### config.mk
export PLATFORM = sky130hd
export DESIGN_NAME = source_byte_tokenizer
export DESIGN_NICKNAME = d
export VERILOG_FILES = /design/src/sv/sbt_pkg.sv /design/src/sv/sbt_front.sv /design/src/sv/sbt_fifo.sv /design/src/sv/sbt_back.sv /design/src/sv/source_byte_tokenizer.sv
export SDC_FILE = /design/constraint.sdc
export NUM_CORES = 2
export LEC_CHECK = 0
export ABC_CLOCK_PERIOD_IN_PS = 13000
export BUFFER_PORTS_ARGS = -buffer_cell sky130_fd_sc_hd__buf_4
export CORE_ASPECT_RATIO = 0.5
export CORE_UTILIZATION = 40
export DETAILED_ROUTE_END_ITERATION = 8
export PLACE_DENSITY = 0.66
export SLEW_MARGIN = 20
export SYNTH_ARGS = -nofsm -noshare
export SYNTH_HDL_FRONTEND = slang
export SYNTH_SLANG_ARGS = --single-unit
### constraint.sdc
create_clock -name i_clk -period 13 [get_ports i_clk]
set_input_delay 1.95 -clock i_clk [delete_from_list [all_inputs] [get_ports i_clk]]
set_output_delay 1.95 -clock i_clk [all_outputs]
set_load 0.01 [all_outputs]
### src/sv/sbt_pkg.sv
// ----------------------------------------------------------------------------
// sbt_pkg
// Types and constants shared by the source byte tokenizer modules.
// ----------------------------------------------------------------------------
package sbt_pkg;

    localparam int OUT_POS_W = 32;
    localparam int INT_W     = 63;

    localparam logic [INT_W-1:0] INT_MAX63 = {INT_W{1'b1}};

    // token kinds
    localparam logic [3:0] K_IDENT    = 4'd0;
    localparam logic [3:0] K_INT      = 4'd1;
    localparam logic [3:0] K_COLON    = 4'd2;
    localparam logic [3:0] K_COLON_EQ = 4'd3;
    localparam logic [3:0] K_SEMI     = 4'd4;
    localparam logic [3:0] K_STAR     = 4'd5;
    localparam logic [3:0] K_EQUAL    = 4'd6;
    localparam logic [3:0] K_EOF      = 4'd7;
    localparam logic [3:0] K_ERROR    = 4'd8;

    // input op codes
    localparam logic OP_BYTE = 1'b0;
    localparam logic OP_END  = 1'b1;

    // characters
    localparam logic [7:0] CH_NL    = 8'h0A;
    localparam logic [7:0] CH_BS    = 8'h08;
    localparam logic [7:0] CH_CR    = 8'h0D;
    localparam logic [7:0] CH_SP    = 8'h20;
    localparam logic [7:0] CH_COLON = 8'h3A;
    localparam logic [7:0] CH_EQUAL = 8'h3D;
    localparam logic [7:0] CH_SEMI  = 8'h3B;
    localparam logic [7:0] CH_STAR  = 8'h2A;
    localparam logic [7:0] CH_0     = 8'h30;
    localparam logic [7:0] CH_9     = 8'h39;
    localparam logic [7:0] CH_UA    = 8'h41;
    localparam logic [7:0] CH_UZ    = 8'h5A;
    localparam logic [7:0] CH_LA    = 8'h61;
    localparam logic [7:0] CH_LZ    = 8'h7A;

    typedef struct packed {
        logic [3:0]           kind;
        logic [INT_W-1:0]     int_value;
        logic [OUT_POS_W-1:0] token_index;
        logic [OUT_POS_W-1:0] token_length;
        logic [OUT_POS_W-1:0] line;
        logic [OUT_POS_W-1:0] column;
        logic [OUT_POS_W-1:0] line_start_index;
        logic [7:0]           bad_char;
        logic                 last;
    } t_token;

    // tokens caused by one input byte or end marker
    typedef struct packed {
        logic   two;
        t_token tok0;
        t_token tok1;
    } t_pair;

endpackage

### src/sv/sbt_front.sv
// ----------------------------------------------------------------------------
// sbt_front
// Scanner: takes one byte or end marker per cycle while the queue has room,
// tracks position and pending token, and pushes completed tokens to the queue.
// ----------------------------------------------------------------------------
module sbt_front import sbt_pkg::*; #(
    parameter int POSITION_BITS = 32
) (
    input  logic       i_clk,
    input  logic       i_rst_n,
    input  logic       i_in_valid,
    output logic       o_in_ready,
    input  logic       i_op,
    input  logic [7:0] i_ch,
    input  logic       i_q_full,
    output logic       o_push,
    output t_pair      o_pair
);

    localparam int P = POSITION_BITS;
    localparam logic [P-1:0] POS_ZERO = P'(0);
    localparam logic [P-1:0] POS_ONE  = P'(1);

    localparam logic [1:0] MODE_IDLE   = 2'd0;
    localparam logic [1:0] MODE_IDENT  = 2'd1;
    localparam logic [1:0] MODE_NUMBER = 2'd2;
    localparam logic [1:0] MODE_COLON  = 2'd3;

    logic [1:0]       r_mode, n_mode;
    logic [P-1:0]     r_cur_index, n_cur_index;
    logic [P-1:0]     r_cur_line, n_cur_line;
    logic [P-1:0]     r_cur_col, n_cur_col;
    logic [P-1:0]     r_cur_ls, n_cur_ls;
    logic [P-1:0]     r_tok_index, n_tok_index;
    logic [P-1:0]     r_tok_line, n_tok_line;
    logic [P-1:0]     r_tok_col, n_tok_col;
    logic [P-1:0]     r_tok_ls, n_tok_ls;
    logic [INT_W-1:0] r_acc, n_acc;

    logic             accept, is_byte;
    logic             is_ws, is_alpha, is_digit;
    logic             cont, coleq, mark;
    logic             p_valid, new_valid;
    logic [3:0]       p_kind, new_kind;
    logic [P-1:0]     p_len;
    logic [INT_W-1:0] p_val;
    logic [INT_W+3:0] acc_ext, acc_next;
    logic [7:0]       digit;
    t_token           p_tok, new_tok;

    function automatic t_token make_tok(
        input logic [3:0]       kind,
        input logic [INT_W-1:0] val,
        input logic [P-1:0]     idx,
        input logic [P-1:0]     len,
        input logic [P-1:0]     ln,
        input logic [P-1:0]     col,
        input logic [P-1:0]     ls,
        input logic [7:0]       bad
    );
        t_token t;
        t.kind             = kind;
        t.int_value        = val;
        t.token_index      = OUT_POS_W'(idx);
        t.token_length     = OUT_POS_W'(len);
        t.line             = OUT_POS_W'(ln);
        t.column           = OUT_POS_W'(col);
        t.line_start_index = OUT_POS_W'(ls);
        t.bad_char         = bad;
        t.last             = 1'b1;
        return t;
    endfunction

    assign o_in_ready = !i_q_full;
    assign accept     = i_in_valid && !i_q_full;

    always_comb begin
        is_byte  = (i_op == OP_BYTE);
        is_ws    = (i_ch == CH_NL) || (i_ch == CH_BS) || (i_ch == CH_CR) || (i_ch == CH_SP);
        is_alpha = ((i_ch >= CH_LA) && (i_ch <= CH_LZ)) || ((i_ch >= CH_UA) && (i_ch <= CH_UZ));
        is_digit = (i_ch >= CH_0) && (i_ch <= CH_9);
        digit    = i_ch - CH_0;

        // saturating decimal accumulate, times ten as shift-add
        acc_ext  = (INT_W+4)'(r_acc);
        acc_next = (acc_ext << 3) + (acc_ext << 1) + (INT_W+4)'(digit);

        cont  = is_byte && (((r_mode == MODE_IDENT) && (is_alpha || is_digit)) ||
                            ((r_mode == MODE_NUMBER) && is_digit));
        coleq = is_byte && (r_mode == MODE_COLON) && (i_ch == CH_EQUAL);
        mark  = is_byte && !cont && !coleq && !is_ws;

        p_valid = (r_mode != MODE_IDLE) && !cont;
        case (r_mode)
            MODE_IDENT: begin
                p_kind = K_IDENT;
                p_len  = r_cur_index - r_tok_index;
            end
            MODE_NUMBER: begin
                p_kind = K_INT;
                p_len  = r_cur_index - r_tok_index;
            end
            MODE_COLON: begin
                p_kind = coleq ? K_COLON_EQ : K_COLON;
                p_len  = coleq ? P'(2) : POS_ONE;
            end
            default: begin
                p_kind = K_IDENT;
                p_len  = POS_ZERO;
            end
        endcase
        p_val = (r_mode == MODE_NUMBER) ? r_acc : '0;
        p_tok = make_tok(p_kind, p_val, r_tok_index, p_len, r_tok_line, r_tok_col,
                         r_tok_ls, 8'd0);

        new_valid = !is_byte || (mark && !is_alpha && !is_digit && (i_ch != CH_COLON));
        if (!is_byte)
            new_kind = K_EOF;
        else if (i_ch == CH_SEMI)
            new_kind = K_SEMI;
        else if (i_ch == CH_STAR)
            new_kind = K_STAR;
        else if (i_ch == CH_EQUAL)
            new_kind = K_EQUAL;
        else
            new_kind = K_ERROR;
        new_tok = make_tok(new_kind, '0, r_cur_index, is_byte ? POS_ONE : POS_ZERO,
                           r_cur_line, r_cur_col, r_cur_ls,
                           (new_kind == K_ERROR) ? i_ch : 8'd0);

        o_pair.two       = p_valid && new_valid;
        o_pair.tok0      = p_valid ? p_tok : new_tok;
        o_pair.tok0.last = !(p_valid && new_valid);
        o_pair.tok1      = new_tok;
        o_push           = accept && (p_valid || new_valid);

        n_mode      = r_mode;
        n_acc       = r_acc;
        n_tok_index = r_tok_index;
        n_tok_line  = r_tok_line;
        n_tok_col   = r_tok_col;
        n_tok_ls    = r_tok_ls;
        n_cur_index = r_cur_index;
        n_cur_line  = r_cur_line;
        n_cur_col   = r_cur_col;
        n_cur_ls    = r_cur_ls;

        if (accept) begin
            if (!is_byte) begin
                n_mode      = MODE_IDLE;
                n_acc       = '0;
                n_tok_index = POS_ZERO;
                n_tok_line  = POS_ONE;
                n_tok_col   = POS_ONE;
                n_tok_ls    = POS_ZERO;
                n_cur_index = POS_ZERO;
                n_cur_line  = POS_ONE;
                n_cur_col   = POS_ONE;
                n_cur_ls    = POS_ZERO;
            end else begin
                if (cont) begin
                    if (r_mode == MODE_NUMBER)
                        n_acc = (acc_next > (INT_W+4)'(INT_MAX63)) ? INT_MAX63
                                                                   : acc_next[INT_W-1:0];
                end else if (mark) begin
                    n_tok_index = r_cur_index;
                    n_tok_line  = r_cur_line;
                    n_tok_col   = r_cur_col;
                    n_tok_ls    = r_cur_ls;
                    if (is_alpha)
                        n_mode = MODE_IDENT;
                    else if (is_digit) begin
                        n_mode = MODE_NUMBER;
                        n_acc  = INT_W'(digit);
                    end else if (i_ch == CH_COLON)
                        n_mode = MODE_COLON;
                    else
                        n_mode = MODE_IDLE;
                end else begin
                    n_mode = MODE_IDLE;
                end

                if (i_ch == CH_NL) begin
                    n_cur_line = r_cur_line + POS_ONE;
                    n_cur_ls   = r_cur_index + POS_ONE;
                    n_cur_col  = POS_ONE;
                end else begin
                    n_cur_col  = r_cur_col + POS_ONE;
                end
                n_cur_index = r_cur_index + POS_ONE;
            end
        end
    end

    always_ff @(posedge i_clk) begin
        if (!i_rst_n) begin
            r_mode      <= MODE_IDLE;
            r_acc       <= '0;
            r_tok_index <= POS_ZERO;
            r_tok_line  <= POS_ONE;
            r_tok_col   <= POS_ONE;
            r_tok_ls    <= POS_ZERO;
            r_cur_index <= POS_ZERO;
            r_cur_line  <= POS_ONE;
            r_cur_col   <= POS_ONE;
            r_cur_ls    <= POS_ZERO;
        end else begin
            r_mode      <= n_mode;
            r_acc       <= n_acc;
            r_tok_index <= n_tok_index;
            r_tok_line  <= n_tok_line;
            r_tok_col   <= n_tok_col;
            r_tok_ls    <= n_tok_ls;
            r_cur_index <= n_cur_index;
            r_cur_line  <= n_cur_line;
            r_cur_col   <= n_cur_col;
            r_cur_ls    <= n_cur_ls;
        end
    end

endmodule

### src/sv/sbt_fifo.sv
// ----------------------------------------------------------------------------
// sbt_fifo
// Short register queue of token groups between scanner and output stage.
// ----------------------------------------------------------------------------
module sbt_fifo import sbt_pkg::*; #(
    parameter int DEPTH = 4
) (
    input  logic  i_clk,
    input  logic  i_rst_n,
    input  logic  i_push,
    input  t_pair i_data,
    output logic  o_full,
    input  logic  i_pop,
    output logic  o_empty,
    output t_pair o_data
);

    localparam int PTR_W = (DEPTH > 1) ? $clog2(DEPTH) : 1;
    localparam int CNT_W = $clog2(DEPTH + 1);
    localparam logic [PTR_W-1:0] PTR_LAST = PTR_W'(DEPTH - 1);

    t_pair            r_mem [DEPTH];
    logic [PTR_W-1:0] r_wr_ptr, n_wr_ptr;
    logic [PTR_W-1:0] r_rd_ptr, n_rd_ptr;
    logic [CNT_W-1:0] r_count, n_count;
    logic             do_push, do_pop;

    assign o_full  = (r_count == CNT_W'(DEPTH));
    assign o_empty = (r_count == '0);
    assign o_data  = r_mem[r_rd_ptr];
    assign do_push = i_push && !o_full;
    assign do_pop  = i_pop && !o_empty;

    always_comb begin
        n_wr_ptr = r_wr_ptr;
        n_rd_ptr = r_rd_ptr;
        n_count  = r_count;
        if (do_push)
            n_wr_ptr = (r_wr_ptr == PTR_LAST) ? '0 : r_wr_ptr + PTR_W'(1);
        if (do_pop)
            n_rd_ptr = (r_rd_ptr == PTR_LAST) ? '0 : r_rd_ptr + PTR_W'(1);
        if (do_push && !do_pop)
            n_count = r_count + CNT_W'(1);
        else if (do_pop && !do_push)
            n_count = r_count - CNT_W'(1);
    end

    always_ff @(posedge i_clk) begin
        if (!i_rst_n) begin
            r_wr_ptr <= '0;
            r_rd_ptr <= '0;
            r_count  <= '0;
        end else begin
            r_wr_ptr <= n_wr_ptr;
            r_rd_ptr <= n_rd_ptr;
            r_count  <= n_count;
        end
    end

    always_ff @(posedge i_clk) begin
        if (do_push)
            r_mem[r_wr_ptr] <= i_data;
    end

endmodule

### src/sv/sbt_back.sv
// ----------------------------------------------------------------------------
// sbt_back
// Output stage: unpacks token groups and drives one token per transfer.
// ----------------------------------------------------------------------------
module sbt_back import sbt_pkg::*; (
    input  logic         i_clk,
    input  logic         i_rst_n,
    input  logic         i_empty,
    input  t_pair        i_pair,
    output logic         o_pop,
    output logic         o_m_tvalid,
    input  logic         i_m_tready,
    output logic [231:0] o_m_tdata,  // int_value, token_index, token_length, line,
                                     // column, line_start_index, bad_char, pad
    output logic [3:0]   o_m_tuser,  // kind
    output logic         o_m_tlast
);

    logic   r_out_valid, n_out_valid;
    logic   r_pend_valid, n_pend_valid;
    t_token r_out, n_out;
    t_token r_pend, n_pend;
    logic   load;

    always_comb begin
        load         = !r_out_valid || i_m_tready;
        o_pop        = load && !r_pend_valid && !i_empty;
        n_out_valid  = r_out_valid;
        n_pend_valid = r_pend_valid;
        n_out        = r_out;
        n_pend       = r_pend;
        if (load) begin
            if (r_pend_valid) begin
                n_out        = r_pend;
                n_out_valid  = 1'b1;
                n_pend_valid = 1'b0;
            end else if (!i_empty) begin
                n_out        = i_pair.tok0;
                n_out_valid  = 1'b1;
                n_pend       = i_pair.tok1;
                n_pend_valid = i_pair.two;
            end else begin
                n_out_valid  = 1'b0;
            end
        end
    end

    always_ff @(posedge i_clk) begin
        if (!i_rst_n) begin
            r_out_valid  <= 1'b0;
            r_pend_valid <= 1'b0;
        end else begin
            r_out_valid  <= n_out_valid;
            r_pend_valid <= n_pend_valid;
        end
    end

    always_ff @(posedge i_clk) begin
        r_out  <= n_out;
        r_pend <= n_pend;
    end

    assign o_m_tvalid = r_out_valid;
    assign o_m_tuser  = r_out.kind;
    assign o_m_tlast  = r_out.last;
    assign o_m_tdata  = {1'b0, r_out.bad_char, r_out.line_start_index, r_out.column,
                         r_out.line, r_out.token_length, r_out.token_index,
                         r_out.int_value};

endmodule

### src/sv/source_byte_tokenizer.sv
// ----------------------------------------------------------------------------
// source_byte_tokenizer
// Streaming lexical tokenizer for source bytes.
// ----------------------------------------------------------------------------
// Takes one source byte per cycle (tuser = 0) or an end marker (tuser = 1)
// and emits identifier, integer, ':', ':=', ';', '*', '=', end and error
// tokens, each with its start index, length, line, column and line start.
// A byte is accepted every cycle while the token queue has room; one byte
// yields zero, one or two tokens, and the output port drives one token per
// cycle while the receiver is ready, so bytes that close a pending token and
// start a one-byte token at once take two output transfers. A completed
// token is written to the queue and then registered in the output stage
// before it is presented. The queue holds FIFO_DEPTH byte results.
module source_byte_tokenizer import sbt_pkg::*; #(
    parameter int POSITION_BITS = 32,
    parameter int FIFO_DEPTH    = 4
) (
    input  logic         i_clk,
    input  logic         i_rst_n,
    input  logic         i_s_tvalid,
    output logic         o_s_tready,
    input  logic [7:0]   i_s_tdata,   // ch
    input  logic [0:0]   i_s_tuser,   // op
    output logic         o_m_tvalid,
    input  logic         i_m_tready,
    output logic [231:0] o_m_tdata,   // int_value, token_index, token_length, line,
                                      // column, line_start_index, bad_char, pad
    output logic [3:0]   o_m_tuser,   // kind
    output logic         o_m_tlast
);

    logic  q_full, q_empty, q_push, q_pop;
    t_pair q_in, q_out;

    sbt_front #(
        .POSITION_BITS(POSITION_BITS)
    ) u_front (
        .i_clk      (i_clk),
        .i_rst_n    (i_rst_n),
        .i_in_valid (i_s_tvalid),
        .o_in_ready (o_s_tready),
        .i_op       (i_s_tuser[0]),
        .i_ch       (i_s_tdata),
        .i_q_full   (q_full),
        .o_push     (q_push),
        .o_pair     (q_in)
    );

    sbt_fifo #(
        .DEPTH(FIFO_DEPTH)
    ) u_fifo (
        .i_clk   (i_clk),
        .i_rst_n (i_rst_n),
        .i_push  (q_push),
        .i_data  (q_in),
        .o_full  (q_full),
        .i_pop   (q_pop),
        .o_empty (q_empty),
        .o_data  (q_out)
    );

    sbt_back u_back (
        .i_clk      (i_clk),
        .i_rst_n    (i_rst_n),
        .i_empty    (q_empty),
        .i_pair     (q_out),
        .o_pop      (q_pop),
        .o_m_tvalid (o_m_tvalid),
        .i_m_tready (i_m_tready),
        .o_m_tdata  (o_m_tdata),
        .o_m_tuser  (o_m_tuser),
        .o_m_tlast  (o_m_tlast)
    );

endmodule
# Word-level counts from Yosys, hierarchy flattened
# Memories as Yosys holds them, arrays and structs flattened. A register that Yosys moved wholly into a read port is not among the register bits.
# Cells that the tools add are included.
[totals] mem_count=1 out_inout_bits=239 wordCells=192 input_bits=13 ram_bits=1512 register_bits=802
[classes] n_eq_ne=20 bitwise=3 mux=58 n_reduce_logical=59 addsub=11 order_cmp=7
[mem_list] memory="u_fifo.r_mem" words=4 width=378 read_ports=1 rd_ports_with_merged_regs=1 wr=1 line_no="sbt_fifo.sv:22" text="t_pair r_mem [DEPTH];"
[op_table] cell="236-bit 2-to-1 mux" n=3
[op_table] cell="32-bit 2-to-1 mux" n=19
[op_table] cell="63-bit 2-to-1 mux" n=8
[op_table] cell="32-bit by 1-bit adder with 32-bit output, second input constant" n=3
[op_table] cell="66-bit by 64-bit adder with 67-bit output" n=1
[op_table] cell="67-bit by 8-bit adder with 67-bit output" n=1
[op_table] cell="67-bit by 63-bit > comparator with 1-bit output, second input constant" n=1
[op_table] cell="32-bit case mux with 2 select lines" n=1
[op_table] cell="8-bit by 6-bit == test with 1-bit output, second input constant" n=5
[op_table] cell="32-bit subtractor" n=1
[op_table] cell="8-bit by 4-bit == test with 1-bit output, second input constant" n=3
[op_table] cell="1-bit logical AND" n=24
[op_table] cell="2-bit 2-to-1 mux" n=11
[op_table] cell="8-bit by 7-bit >= comparator with 1-bit output, second input constant" n=2
[op_table] cell="8-bit by 7-bit <= comparator with 1-bit output, second input constant" n=2
[op_table] cell="4-bit 2-to-1 mux" n=4
[op_table] cell="1-bit logical NOT" n=12
[op_table] cell="1-bit logical OR" n=9
[op_table] cell="2-bit == test, second input constant" n=4
[op_table] cell="8-bit by 6-bit >= comparator with 1-bit output, second input constant" n=1
[op_table] cell="8-bit by 6-bit <= comparator with 1-bit output, second input constant" n=1
[op_table] cell="1-bit 2-to-1 mux" n=8
[op_table] cell="8-bit 2-to-1 mux" n=1
[op_table] cell="8-bit by 6-bit != test with 1-bit output, second input constant" n=1
[op_table] cell="19 further kinds" n=32

# Longest topological paths before layout
[depth] ltp_word=22 mapped_depth=18 mapped_depth_nobuf=16

# Hierarchy
# From an unflattened synthesis, not the netlist that was laid out.
[hier_totals] cells_unflattened=6261 hier_area_um2=109799.1
[modules_own_cells] mod="sbt_fifo" cells_per_inst=2522 area_each_um2=70591.5 n_inst=1 seq_area_each_um2=56994.7
[modules_own_cells] mod="sbt_front" cells_per_inst=2990 area_each_um2=21992.3 n_inst=1 seq_area_each_um2=6426.2
[modules_own_cells] mod="sbt_back" cells_per_inst=749 area_each_um2=17215.3 n_inst=1 seq_area_each_um2=14213.6

# Worst setup path before layout
# Ideal clock, no wire load.
[synth_path] path_type="input -> register" from="in i_m_tready" to="reg u_fifo.r_count[2]" cell_stages=9 arrival_time_ns=13.987 setup_slack_ns=-1.063 t_required_ns=12.924 path_buffers=0 setup_ns=0.076 path_cell_list="nor2b_1 nor3_1 inv_1 ha_1 inv_1 fa_1 xor2_1 or3_1 a21boi_0"
[synth_via] elab_chain_len=7 elab_cells_between_ends=9 cone_classes="1 x mux; 8 x reduce/logical"
[synth_lines] element="from (decl)" line_no="source_byte_tokenizer.sv:25" text="input logic i_m_tready,"
[synth_lines] element="1-bit logical OR (*)" line_no="sbt_back.sv:26" text="load = !r_out_valid || i_m_tready;"
[synth_lines] element="1-bit logical AND (*) (2 in a row)" line_no="sbt_back.sv:27" text="o_pop = load && !r_pend_valid && !i_empty;"
[synth_lines] element="1-bit logical AND (*)" line_no="sbt_fifo.sv:32" text="assign do_pop = i_pop && !o_empty;"
[synth_lines] element="1-bit logical NOT" line_no="sbt_fifo.sv:42" text="if (do_push && !do_pop)"
[synth_lines] element="1-bit logical AND" line_no="sbt_fifo.sv:42"
[synth_lines] element="3-bit 2-to-1 mux / 2-bit nonzero test (equally long branches)"
[synth_lines] element="to (signal assigned)" line_no="sbt_fifo.sv:56" text="r_count <= n_count;"
[synth_lines] element="to (decl)" line_no="sbt_fifo.sv:25" text="logic [CNT_W-1:0] r_count, n_count;"
# Every way passes the cells marked *; elsewhere a longest branch is shown, timed or not.
# A chain may end at the register's enable or synchronous reset.

# Worst setup path in the final report
[layout_path] from="in i_s_tdata[5]" to="mem u_fifo.r_mem[1][164] (netlist name), enable pin"
[layout_via] elab_chain_len=20 elab_cells_between_ends=43 cone_classes="6 x order compare; 6 x eq/ne; 2 x mux; 29 x reduce/logical"
[layout_lines] element="from (decl)" line_no="source_byte_tokenizer.sv:22" text="input logic [7:0] i_s_tdata,"
[layout_lines] element="8-bit by 7-bit >= comparator with 1-bit output / 8-bit by 7-bit <= comparator with 1-bit output (equally long branches)" line_no="sbt_front.sv:80" text="is_alpha = ((i_ch >= CH_LA) && (i_ch <= CH_LZ)) || ((i_ch >= CH_UA) && (i_ch <= CH_UZ));"
[layout_lines] element="1-bit logical AND" line_no="sbt_front.sv:80"
[layout_lines] element="1-bit logical OR" line_no="sbt_front.sv:80"
[layout_lines] element="1-bit logical OR" line_no="sbt_front.sv:88" text="cont = is_byte && (((r_mode == MODE_IDENT) && (is_alpha || is_digit)) ||"
[layout_lines] element="1-bit logical AND" line_no="sbt_front.sv:88"
[layout_lines] element="1-bit logical OR" line_no="sbt_front.sv:88"
[layout_lines] element="1-bit logical AND" line_no="sbt_front.sv:88"
[layout_lines] element="1-bit logical NOT" line_no="sbt_front.sv:91, sbt_front.sv:93"
[layout_lines] element="1-bit logical AND (3 in a row)" line_no="sbt_front.sv:91" text="mark = is_byte && !cont && !coleq && !is_ws;"
[layout_lines] element="1-bit logical AND (3 in a row)" line_no="sbt_front.sv:116" text="new_valid = !is_byte || (mark && !is_alpha && !is_digit && (i_ch != CH_COLON));"
[layout_lines] element="1-bit logical OR" line_no="sbt_front.sv:116"
[layout_lines] element="1-bit logical OR (*)" line_no="sbt_front.sv:135" text="o_push = accept && (p_valid || new_valid);"
[layout_lines] element="1-bit logical AND (*)" line_no="sbt_front.sv:135"
[layout_lines] element="1-bit logical AND (*)" line_no="sbt_fifo.sv:31" text="assign do_push = i_push && !o_full;"
[layout_lines] element="named net u_fifo.do_push" line_no="sbt_fifo.sv:26" text="logic do_push, do_pop;"
[layout_lines] element="1-bit 2-to-1 mux (*)" line_no="sbt_fifo.sv:61" text="if (do_push)"
[layout_lines] element="1-bit 2-to-1 mux (implied by the code) (*)" line_no="sbt_fifo.sv:62" text="r_mem[r_wr_ptr] <= i_data;"
[layout_lines] element="to (decl)" line_no="sbt_fifo.sv:22"
# Mark *: on every way through the listed nets, which the timed path passes. The rest lies on a longest branch.

==> out/results.tsv <==
stage	metric	value	unit
placed_design	placed cells	8493	
logic_synthesis	Synth async-reset ratio	0	%
floorplanning	Die X	673	microns
sta	Slew Limit Fails	0	
pwr	Comb power frac	19.7	%
critical_path	delay-heaviest family, CP	buffers and inverters	
grt	initial antenna violation count	3	
floorplanning	total die area	227000	sq um
cts	Worst-Skew Late Latency	830	ps
sta	fin crit share	50.7	%
cts	Root Driver	clkbuf_16	
routing	top layer reached by signal wires	met4	
sta	min Tclk post-route	6590	ps
cts	Hold-fix buffers, CTS	0	
pwr	Power per Cell Area	186	nW/um^2
cts	Reg clk slew, reported paths	60	ps
critical_path	kind of critical path	input pin to flop	
critical_path	Worst Path Arrival	7050	ps
grt	first-pass GRT wire length	301000	microns
hold_path	worst hold path class	flop to flop	
critical_path	max incr delay on CP	840	ps
sta	final setup TNS	0	ps
routing	DR WL/cell	22.7	microns
logic_synthesis	count of cell types in the netlist	90	
finish	final core occ	45.7	%
grt	vias in the first global route	47900	
cts	CTS tree	built	
logic_synthesis	Syn Nets	5682	
critical_path	CP most frequent cell	buf_4	
logic_synthesis	cell count after synthesis	5491	
routing	DR vias/cell	5.41	
pwr	sw power	5.03	mW
grt	aggregate global routing overflow	0	
routing	DRT iter0 DRCs	4288	
sta	Max Clock Skew	42.6	ps
critical_path	worst path required time	13450	ps
routing	DRT antenna net count	0	
logic_synthesis	mapped cell area	89900	sq um
finish	NumNets Final	5911	
routing	DR DRC count	0	
cts	TritonCTS Buffers	200	
sta	setup violators final	0	
finish	share of cells above drive strength 1	20.0	%
cts	Sink Count	2221	
pwr	maximum VDD drop	0.213	mV
pwr	Clock Power Share	30.9	%
placed_design	routability congestion estimate	0.839	
finish	Layout area overhead	13.0	%
finish	area of the multi-input gates	25100	sq um
sta	max frequency	152	MHz
pwr	Leakage	34.9	nW
grt	largest net degree at the start of global routing	155	
sta	worst hold slack	499	ps
routing	drt first pass iters	5	
sta	Slew headroom	29.1	%
cts	Resize count post-CTS	0	
pwr	Int Pwr	13.9	mW
routing	final WL	201000	microns
critical_path	critical path fanouts, max	61	
floorplanning	Initial Util	40.5	%
critical_path	Crit-path slowest cell	buf_4	
placed_design	placed cell area	95100	sq um
placed_design	Final HPWL DP	116000	microns
critical_path	flop2flop setup slack	7390	ps
logic_synthesis	Post-synth EDFFs	1889	
cts	Clock H-tree levels	4	
placed_design	I/O Buffers	250	
pwr	Seq pwr share	49.4	%
job	max-cap viol count	0	
finish	Finished Layout Cells	8874	
finish	FF+latch area	63400	sq um
sta	Hold Vio Cnt, Final	0	
finish	fill count	19000	
pwr	Switching Share	26.6	%
cts	Max Root-Sink Buffers	3	
grt	GRT Util Overall	17.4	%
routing	metal2 WL	99300	microns
routing	via count	48000	
floorplanning	Die H	337	microns
finish	Final Instance Area	102000	sq um
logic_synthesis	sequential cell area fraction in the yosys report	70.5	%
routing	Met3 Wirelength	10300	microns
critical_path	cell chain of the critical path	buf_4 -> inv_1 -> ha_1 -> nand4b_1 -> a21oi_1 -> o21ai_0 -> a21oi_1 -> o21ai_0 -> buf_4 -> nand2b_1 -> nand2b_4 -> a21oi_1 -> and2_4 -> buf_4 -> buf_4	
floorplanning	Ports	252	
logic_synthesis	most frequently used flop master after synthesis	edfxtp_1	
outcome	status	finished clean	
critical_path	Buf/Inv on CP	5	
critical_path	startpoint types	input pin	
routing	wl on met1	86600	microns
cts	post-CTS setup buffer count	0	
logic_synthesis	flops & latches, synth	2221	
sta	Slew @ Worst Pin	1060	ps
logic_synthesis	YS warnings	0	
floorplanning	Core ar.	222000	sq um
sta	RSZ-0062 raised after global routing	no	
floorplanning	num rows	122	
logic_synthesis	synthesized area per cell	16.4	sq um
critical_path	Crit. End Element	flop	
==> per-stage QoR <==
stage                     total power, mW  worst slack (ps)
after global routing                 19.7              6020
final                                18.9              6410
after global placement               13.3              5470
after CTS                            19.2              6470
after detailed placement             13.4              5570
after floorplan                      11.8               347
==> cell usage in the layout, fill, tap and decap left out, types with 59 or more instances in the layout <==
cell type | synthesis | routed
nor2_1 | 180 | 178
nand2_1 | 540 | 540
buf_4 | 2 | 313
dfxtp_1 | 332 | 329
ha_1 | 170 | 169
xnor2_1 | 76 | 76
a22oi_1 | 133 | 133
mux4_2 | 378 | 378
inv_1 | 84 | 84
a21oi_1 | 138 | 138
and3_1 | 100 | 100
xor2_1 | 90 | 90
nand3_1 | 64 | 64
o21ai_0 | 165 | 164
a221o_1 | 59 | 59
clkbuf_16 | 0 | 203
clkbuf_1 | 197 | 68
nor2b_1 | 247 | 246
mux2_2 | 143 | 143
edfxtp_1 | 1889 | 1889
==> worst register-to-register path: stages (launching register included) <==
cell	delay (ps)
dfxtp_1	380
inv_1	80
ha_2	190
buf_4	320
a21o_1	250
o21ai_0	70
buf_4	220
nand2b_1	360
nand2b_4	410
a21oi_1	670
and2_4	560
buf_4	760
buf_4	910
==> metal layers <==
layer | global-route usage (%) | vias to the layer above
li1 | - | 21700
met1 | 23.3 | 24800
met2 | 29.4 | 1262
met3 | 2.79 | 243
met4 | 4.86 | 0
met5 | 0 | -
==> cell families after synthesis <==
kind of cell             after synthesis  synth area share [%]
XOR/XNOR                             166                  1.62
adder cells (fa/ha/maj)              178                  2.54
multiplexers                         527                  11.3
flip-flops                          2221                  70.5
AO/OA/AOI/OAI                        700                  5.23
AND/OR/NAND/NOR                     1314                  7.08
buffers and inverters                384                  1.74
other                                  1               0.00417
==> sequential cells by signal, indices dropped and copies added (netlist names), 63 cells and up, named ones only <==
register and count:
u_back.r_pend 141, u_fifo.r_mem 1512, u_front.r_acc 63, u_back.o_m_tdata 231
==> worst paths after layout <==
path / startpoint / to / cells after the start
max: i_s_tdata[5] / u_fifo.r_mem[1][164]$_DFFE_PP_ / 15
min: u_front.r_tok_line[0]$_SDFFE_PN1P_ / u_front.r_tok_line[0]$_SDFFE_PN1P_ / 2
max reg2reg: u_front.r_mode[0]$_SDFFE_PN0P_ / u_fifo.r_mem[1][164]$_DFFE_PP_ / 12
min reg2reg: u_front.r_tok_line[0]$_SDFFE_PN1P_ / u_front.r_tok_line[0]$_SDFFE_PN1P_ / 2
==> synthesized netlist by cell type (15+ instances only) <==
cell type	number	area (sq um)
buf_1	71	267
buf_2	16	80.1
or3_1	15	93.8
a21oi_1	138	691
nand2_1	540	2030
nor2b_1	247	1550
nand4_1	35	219
mux2_2	143	1610
edfxtp_1	1889	56700
nand3_1	64	320
inv_1	84	315
nor2_1	180	676
clkbuf_1	197	739
mux4_2	378	8510
a31oi_1	15	93.8
a21o_1	48	360
nand2b_1	16	100
a221o_1	59	591
dfxtp_1	332	6650
o21ai_0	165	826
xnor2_1	76	666
nor3_1	40	200
xor2_1	90	788
a22oi_1	133	998
and3_1	100	626
a21boi_0	35	263
o21a_1	17	128
ha_1	170	2130
and2_1	26	163
==> area by class of cell <==
cell class              count  share of cell area (%)
diodes                      2                 0.00492
inverters                  84                   0.310
clock inverters            88                   0.875
clock buffers             290                    5.51
multi-input cells        2886                    24.7
well taps                2976                    3.66
repair buffers            327                    2.60
flip-flops and latches   2221                    62.4
==> power groups by stage <==
| stage | sequential, mW | combinational, mW | clock, mW |
|---|---|---|---|
| floorplan | 9.80 | 2.03 | 0 |
| global placement | 9.53 | 3.81 | 0 |
| detailed placement | 9.54 | 3.82 | 0 |
| CTS | 9.40 | 3.83 | 5.96 |
| global route | 9.45 | 3.99 | 6.24 |
| finish | 9.36 | 3.72 | 5.85 |
Power figures use the tool's default switching activity.
